`src/rtl/vlo_pkg.sv`:
```
// shared types and constants of the voxel log-odds occupancy update
`default_nettype none
package vlo_pkg;

  typedef enum logic [1:0] {
    REQ_OBSERVE = 2'd0,
    REQ_FLUSH   = 2'd1,
    REQ_QUERY   = 2'd2,
    REQ_NONE    = 2'd3
  } req_e;

  localparam logic [1:0] COL_FREE    = 2'd0;
  localparam logic [1:0] COL_OCC     = 2'd1;
  localparam logic [1:0] COL_UNKNOWN = 2'd2;

  localparam logic signed [15:0] INIT_LOG_ODDS = -16'sd4096;
  localparam logic [15:0]        CNT_MAX       = 16'hFFFF;

  localparam logic [2:0] REG_HIT_INC  = 3'd0;
  localparam logic [2:0] REG_MISS_INC = 3'd1;
  localparam logic [2:0] REG_CLAMP_LO = 3'd2;
  localparam logic [2:0] REG_CLAMP_HI = 3'd3;
  localparam logic [2:0] REG_OCC_THR  = 3'd4;

  typedef struct packed {
    req_e       kind;
    logic       oob;
    logic [5:0] x;
    logic [5:0] y;
    logic [3:0] z;
    logic       hit;
  } cmd_t;

  typedef struct packed {
    logic signed [15:0] hit_inc;
    logic signed [15:0] miss_inc;
    logic signed [15:0] clamp_lo;
    logic signed [15:0] clamp_hi;
    logic signed [15:0] occ_thr;
  } cfg_t;

endpackage
`default_nettype wire

```
`src/rtl/vlo_front.sv`:
```
// front end: accepts request items, decodes and range checks them, holds them in a short queue
`default_nettype none
module vlo_front #(
  parameter int SIZE_X = 64,
  parameter int SIZE_Y = 64,
  parameter int SIZE_Z = 16
) (
  input  wire               clk_i,
  input  wire               rst_ni,
  input  wire               in_valid_i,
  output logic              in_stall_o,
  input  wire  [1:0]        req_type_i,
  input  wire  [5:0]        voxel_x_i,
  input  wire  [5:0]        voxel_y_i,
  input  wire  [3:0]        voxel_z_i,
  input  wire               is_hit_i,
  output logic              cmd_valid_o,
  output vlo_pkg::cmd_t     cmd_o,
  input  wire               cmd_pop_i
);

  vlo_pkg::cmd_t slot_q [2];
  logic          wr_ptr_q, rd_ptr_q;
  logic [1:0]    cnt_q;
  logic          push;
  vlo_pkg::cmd_t dec;
  logic          x_oob, y_oob, z_oob;

  assign x_oob = 32'(voxel_x_i) >= SIZE_X;
  assign y_oob = 32'(voxel_y_i) >= SIZE_Y;
  assign z_oob = 32'(voxel_z_i) >= SIZE_Z;

  always_comb begin
    dec.kind = vlo_pkg::req_e'(req_type_i);
    dec.x    = voxel_x_i;
    dec.y    = voxel_y_i;
    dec.z    = voxel_z_i;
    dec.hit  = is_hit_i;
    unique case (dec.kind)
      vlo_pkg::REQ_OBSERVE: dec.oob = x_oob || y_oob || z_oob;
      vlo_pkg::REQ_QUERY:   dec.oob = x_oob || y_oob;
      default:              dec.oob = 1'b0;
    endcase
  end

  assign in_stall_o  = cnt_q == 2'd2;
  assign push        = in_valid_i && !in_stall_o;
  assign cmd_valid_o = cnt_q != 2'd0;
  assign cmd_o       = slot_q[rd_ptr_q];

  always_ff @(posedge clk_i) begin
    if (push) slot_q[wr_ptr_q] <= dec;
  end

  always_ff @(posedge clk_i or negedge rst_ni) begin
    if (!rst_ni) begin
      wr_ptr_q <= 1'b0;
      rd_ptr_q <= 1'b0;
      cnt_q    <= 2'd0;
    end else begin
      if (push) wr_ptr_q <= !wr_ptr_q;
      if (cmd_pop_i) rd_ptr_q <= !rd_ptr_q;
      cnt_q <= cnt_q + 2'(push) - 2'(cmd_pop_i);
    end
  end

endmodule
`default_nettype wire

```
`config.mk`:
```
export PLATFORM = sky130hd
export DESIGN_NAME = vlo_front
export DESIGN_NICKNAME = d
export VERILOG_FILES = /design/src/rtl/vlo_pkg.sv /design/src/rtl/vlo_front.sv
export SDC_FILE = /design/constraint.sdc
export NUM_CORES = 1
export LEC_CHECK = 0
export BUFFER_PORTS_ARGS = -buffer_cell sky130_fd_sc_hd__buf_2
export CELL_PAD_IN_SITES_DETAIL_PLACEMENT = 1
export CELL_PAD_IN_SITES_GLOBAL_PLACEMENT = 1
export CORE_MARGIN = 2
export CORE_UTILIZATION = 43
export DETAILED_ROUTE_END_ITERATION = 10
export GPL_TIMING_DRIVEN = 0
export PLACE_DENSITY_LB_ADDON = 0.1
export SETUP_SLACK_MARGIN = 0.15
export SLEW_MARGIN = 20
export SYNTH_ARGS = -nofsm -noshare
export SYNTH_HDL_FRONTEND = slang
export SYNTH_SLANG_ARGS = --single-unit
export TNS_END_PERCENT = 10
```
`constraint.sdc`:
```
create_clock -name clk_i -period 2.67 [get_ports clk_i]
set_clock_uncertainty 0.15 [all_clocks]
set_input_delay 0.267 -clock clk_i [delete_from_list [all_inputs] [get_ports clk_i]]
set_output_delay 0.267 -clock clk_i [all_outputs]
set_load 0.1 [all_outputs]
```
==> impl_results.md, run 1 <==
* Row cnt at 22
* Clock Tree Root: clkbuf_8
* Layout Nets at 155
* Routed WL at 2580 um
* GR met2 Demand/Resource at 0.229
* Worst path required time at 2.25 ns
* Num Clock Sinks at 42
* Worst Setup SP: rd_ptr_q
* CP max stage delay at 0.42 ns
* Antenna Diode Count at 0
* Final Non-Filler Cells at 178
* Top Usage Layer GRT: met2
* Core area at 3690 um2
* Status: finished clean
* H-tree Lvls at 2
* Final Slew Violations at 0
* Die area at 4360 um2
* Final period utilization at 0.715
* Vias in the first global route at 798
* CTS Buf Count at 5
* Top-area cell type share of the netlist area at 0.690
* First drt pass iteration count at 3
* Commonest cells in the netlist: edfxtp_1, mux2_4, dfrtp_1, xnor2_1
* Hold Path Depth at 1
* Async set-reset flop share out of synthesis at 0.0952
* Leading area contributor after synthesis: edfxtp_1
* Worst R2R Start: cnt_q[1]
* Synth Register Bits at 42
* Min-Delay Path Class: input pin to flip-flop
* Gr usage total at 0.130
* Largest net degree at the start of global routing at 20
* Hold EP: slot_q[0][12]
* Slowest CP cell: buf_2
* Clock-pin slew on the worst setup and hold paths at 0.07 ns
* Synthesized area per cell at 21.2 um2
* Skew-Pair Late Insertion Delay at 0.28 ns
* Port bufs at 43
* Via count at 824
* Crit Path Class: flip-flop to output port
* Distinct cells, synth at 15
* Largest cells by area after synthesis: edfxtp_1, mux2_4, dfrtp_1
* Crit-path cells: buf_6 > mux2_4 > buf_2
* CTS tree: built
* Global-route track usage on met1 at 0.139
* Share of layout cells above drive strength 1 at 0.569
* EDFF count, synth at 38
* Vias per inst at 4.63
* Mapped Nets at 103
* Maxcap violations at 0
* Startpoint types: flip-flop
* Reg2Reg Depth at 2
* First-pass GRT wire length at 3870 um
* Placer Congestion at 0.612
* Count leader, synth: edfxtp_1
* Hold_sp: voxel_x_i[1]
* Crit Path Max Fanout at 10
* ANT nets after route at 0
* Ys flop type: edfxtp_1
* P&R area growth vs syn at 24.5%
* R2R setup slack at 0.84 ns
* Max Clk Rate at 524 MHz
* Initial antenna violation count at 0
* Initial core utilization at 0.448
* Final TNS setup at 0 ns
* Worst Tran Pin Value at 0.889 ns
* Die Width at 66.0 um
* CTS max path bufs at 2
* Worst EP arrival at 1.49 ns
* RSZ-0062 raised after global routing: no
* Post-Syn Area at 1650 um2
* Sequential share of the synthesized area at 0.750
* Wirelength per Cell at 14.5 um
* Ys Warns at 0
* Post-cts resize count at 0
* Met3 Usage GRT at 0.0494
* Post-route DRC at 0
* Dpl cells at 170
* Tmin final at 1.91 ns
* Worst Setup End Kind: output port
* Slew HR at 0.407
* Die Y at 66.0 um
* Drt initial violations at 19
* Total grt overflow at 0
* Final Hold Fails at 0
* I/O Pins at 45
* Final setup fails at 0
* Mapped Cells at 78
* DP HPWL at 1870 um
* Reg2reg end: slot_q[1][7]
critical path, delay by kind of cell, from the launching register on:
kind,cells,cell delay (ns)
buf+inv,2,0.59
mux,1,0.20
flops,1,0.41
cell usage in the layout (no fill, tap or decap):
cell	n
buf_4	1
conb_1	1
xnor2_1	3
nand2b_1	1
xor2_1	1
and3_1	1
nand2_1	1
buf_6	2
edfxtp_1	38
inv_1	2
bufinv_16	1
clkinv_1	1
or2_2	1
buf_2	43
nor2_2	1
dlygate4sd3_1	1
clkbuf_8	5
mux2_4	19
ha_1	2
dfrtp_1	4
buf_8	1
worst max path at each step:
stage | endpoint | slack (ns)
2_1_floorplan | slot_q[0][0] | 0.72
3_3_place_gp | slot_q[0][2] | 0.19
3_5_place_dp | slot_q[1][0] | 0.80
4_1_cts | cmd_o[19] | 0.74
5_1_grt | slot_q[1][10] | 0.70
6_report | cmd_o[19] | 0.76
per-layer routing:
| metal | share of wire | routed length (um) |
|---|---|---|
| met1 | 0.38 | 974 |
| met5 | 0 | 0 |
| met4 | 0.018 | 47 |
| met2 | 0.54 | 1390 |
| met3 | 0.064 | 164 |
state kept, by name, summed over array words and instances, names as in the netlist:
signal    cells
slot_q       38
cnt_q         2
rd_ptr_q      1
wr_ptr_q      1
cell type report:
cell class	instances	area, um2
fill	360	1630
sequential	42	1240
multi-input combinational	31	378
timing repair buffer	45	240
clock buffer	5	68.8
tap	48	60.1
clock inverter	2	33.8
buffer	3	30.0
inverter	2	7.51
metrics by stage:
step	area (um2)	util	hold WS (ns)	setup slack, ns
final	2060	0.558	0.0186	0.760
after global routing	2060	0.558	0.00928	0.704
after CTS	2060	0.558	0.0107	0.742
after detailed placement	1950	0.528	-0.0690	0.803
after global placement	1930	0.523	-0.0706	0.194
after floorplan	1650	-	-0.179	0.719
timing repair:
action | in CTS | in global routing
buffers inserted | 0 | 0
endpoints found under the hold margin | 4 | 0
hold buffers | 1 | 0
cells by family (layout without fill, tap and decap cells):
kind of cell             Yosys count  after routing  synth area share
flip-flops                        42             42             0.750
multiplexers                      19             19             0.172
AND/OR/NAND/NOR                    5              5            0.0159
buffers and inverters              5             57            0.0227
XOR/XNOR                           4              4            0.0212
adder cells (fa/ha/maj)            2              2            0.0151
other                              1              1           0.00227
Power of run 1 is not shown: default switching activity piles up to over one toggle a cycle in this logic, so the estimate is an artifact.
==> run 2, diff against run 1 <==
--- a/config.mk
+++ b/config.mk
@@ -5,11 +5,12 @@
 export SDC_FILE = /design/constraint.sdc
 export NUM_CORES = 1
 export LEC_CHECK = 0
+export ABC_AREA = 1
 export BUFFER_PORTS_ARGS = -buffer_cell sky130_fd_sc_hd__buf_2
 export CELL_PAD_IN_SITES_DETAIL_PLACEMENT = 1
 export CELL_PAD_IN_SITES_GLOBAL_PLACEMENT = 1
 export CORE_MARGIN = 2
-export CORE_UTILIZATION = 43
+export CORE_UTILIZATION = 41
 export DETAILED_ROUTE_END_ITERATION = 10
 export GPL_TIMING_DRIVEN = 0
 export PLACE_DENSITY_LB_ADDON = 0.1
==> constraint.sdc (replaced) <==
create_clock -name clk_i -period 1.98 [get_ports clk_i]
set_clock_uncertainty 0.15 [all_clocks]
set_input_delay 0.198 -clock clk_i [delete_from_list [all_inputs] [get_ports clk_i]]
set_output_delay 0.198 -clock clk_i [all_outputs]
set_load 0.1 [all_outputs]
==> run 2 against run 1 <==
Compared with the run above: synthesized area rose by 3.2%; critical path depth rose by 2; final area rose by 14%; wire length rose by 37%; register-to-register slack got worse by 0.53 ns; worst hold slack improved by 0.078 ns; worst setup slack got worse by 0.58 ns; core utilization rose by 3.1 points; global-route usage rose by 3.3 points; synthesized cell count rose by 65%.
==> impl_results.md, run 2 <==
* Distinct cells, synth at 17
* Row cnt at 23
* Final period utilization at 0.910
* EDFF count, synth at 38
* Startpoint types: flip-flop
* Vias per inst at 4.54
* Initial core utilization at 0.427
* Final setup fails at 0
* Mapped Cells at 129
* Initial antenna violation count at 0
* Skew-Pair Late Insertion Delay at 0.29 ns
* DP HPWL at 2360 um
* RSZ-0062 raised after global routing: yes
* Num Clock Sinks at 42
* Commonest non-fill, non-tap cell in the layout: edfxtp_1
* Max FFs per register at 38
* R2R setup slack at 0.31 ns
* ANT nets after route at 0
* Share of layout cells above drive strength 1 at 0.386
* Crit Path Max Fanout at 10
* Worst EP arrival at 1.45 ns
* Worst path required time at 1.63 ns
* First drt pass iteration count at 6
* Synth Register Bits at 42
* Port bufs at 43
* Commonest cells in the netlist: edfxtp_1, inv_1, nand2_1, nand2_2, o21ai_2
* Async set-reset flop share out of synthesis at 0.0952
* Count leader, synth: edfxtp_1
* Tmin final at 1.80 ns
* Reg2reg end: slot_q[1][7]
* # Post-CTS Setup Buffers at 0
* Clock Tree Root: clkbuf_8
* Ys flop type: edfxtp_1
* Antenna Diode Count at 0
* P&R area growth vs syn at 38.0%
* Placer Congestion at 0.599
* Top Registers: slot_q (38), cnt_q (2)
* Mapped Nets at 154
* Reg2Reg Depth at 4
* Most frequent cells in the layout: edfxtp_1, inv_1, buf_2
* Die Y at 68.5 um
* Largest cells by area after synthesis: edfxtp_1, inv_1, dfrtp_1
* I/O Pins at 45
* Wirelength per Cell at 14.0 um
* Worst Setup EP: cmd_o[13]
* Via count at 1143
* Worst R2R Start: cnt_q[1]
* Min-Delay Path Class: input pin to flip-flop
* Status: finished clean
* Leading area contributor after synthesis: edfxtp_1
* Maxcap violations at 0
* CTS Buf Count at 5
* Worst Setup End Kind: output port
* Total grt overflow at 0
* CTS max path bufs at 2
* Post-route DRC at 0
* Largest net degree at the start of global routing at 20
* Top-area cell type share of the netlist area at 0.669
* Pre-CTS setup slack at 0.215 ns
* Max Clk Rate at 555 MHz
* Hold Path Depth at 4
* Sequential share of the synthesized area at 0.727
* H-tree Lvls at 2
* Crit Path Class: flip-flop to output port
* Final Hold Fails at 0
* Core area at 4000 um2
* Die area at 4690 um2
* Drt initial violations at 46
* Final Slew Violations at 0
* First-pass GRT wire length at 5310 um
* Vias in the first global route at 1162
* Die Width at 68.5 um
* Worst Setup SP: rd_ptr_q
* Worst Slack Setup Final at 0.177 ns
* Synthesized area per cell at 13.2 um2
* Reg with most FFs: slot_q
* Gr usage total at 0.163
* Routed WL at 3530 um
* Layout Nets at 226
* Post-Syn Area at 1710 um2
* Clock-pin slew on the worst setup and hold paths at 0.07 ns
* CTS tree: built
* Util after Layout at 0.589
* Ys Warns at 0
-- run 2: cell types whose count changed after synthesis, moves of 2 or more --
cell / change
nand2_2: +10
o21ai_0: +9
xnor2_1: -3
inv_1: +25
nand2_1: +18
mux2_4: -19
o21ai_2: +10
nand3_1: +2
-- run 2: metal layers --
metal  GRT usage  share of wire  up-vias
met5           0              0        -
met2       0.291           0.57       35
met1       0.172           0.37      538
li1            -              -      565
met4      0.0750          0.016        0
met3      0.0568          0.053        5
-- run 2: layout make-up --
type,count,area (um2)
fillers,418,1640
flip-flops and latches,42,1240
repair buffers,65,495
multi-input cells,55,324
inverters,27,105
clock buffers,6,72.6
well taps,50,62.6
plain buffers,5,46.3
clock inverters,2,8.76
-- run 2: critical path: stages, from the launching register on --
cell,delay [ns]
dfrtp_1,0.39
buf_6,0.16
buf_8,0.16
nand2_2,0.06
o21ai_2,0.05
clkbuf_4,0.34
-- run 2: kinds of logic (layout without fill, tap and decap cells) --
family	count (synthesis)	in the layout	synth area share
xor+xnor	1	1	0.00513
fa+ha+maj	2	2	0.0147
simple gates	32	32	0.0865
compound gates	19	19	0.0777
flops	42	42	0.727
other cells	1	1	0.00220
buf+inv	32	105	0.0865
-- run 2: repair_timing --
action / 4_1_cts / 5_1_grt
gates resized for setup: 1 / 24
hold buffers: 21 / 0
setup endpoints to repair: 19 / 38
hold endpoints to repair: 43 / 0
-- run 2: how the worst min path moves through the flow --
stage	start	end	slack, ns
2_1_floorplan	rst_ni	cnt_q[0]	-0.25
3_3_place_gp	rst_ni	wr_ptr_q	-0.14
3_5_place_dp	rst_ni	rd_ptr_q	-0.14
4_1_cts	in_valid_i	wr_ptr_q	0.04
5_1_grt	rst_ni	cnt_q[0]	0.11
6_report	in_valid_i	wr_ptr_q	0.1
-- run 2: metrics by stage --
step / cell area [um2] / setup TNS (ns) / instances / hold slack [ns]
final: 2360 / 0 / 252 / 0.0963
after global placement: 1990 / -8.88 / 222 / -0.139
after global routing: 2360 / 0 / 252 / 0.107
after detailed placement: 2010 / 0 / 223 / -0.135
after CTS: 2300 / 0 / 252 / 0.0420
after floorplan: 1710 / -1.95 / 129 / -0.248
Power of run 2 is left out for the same reason.
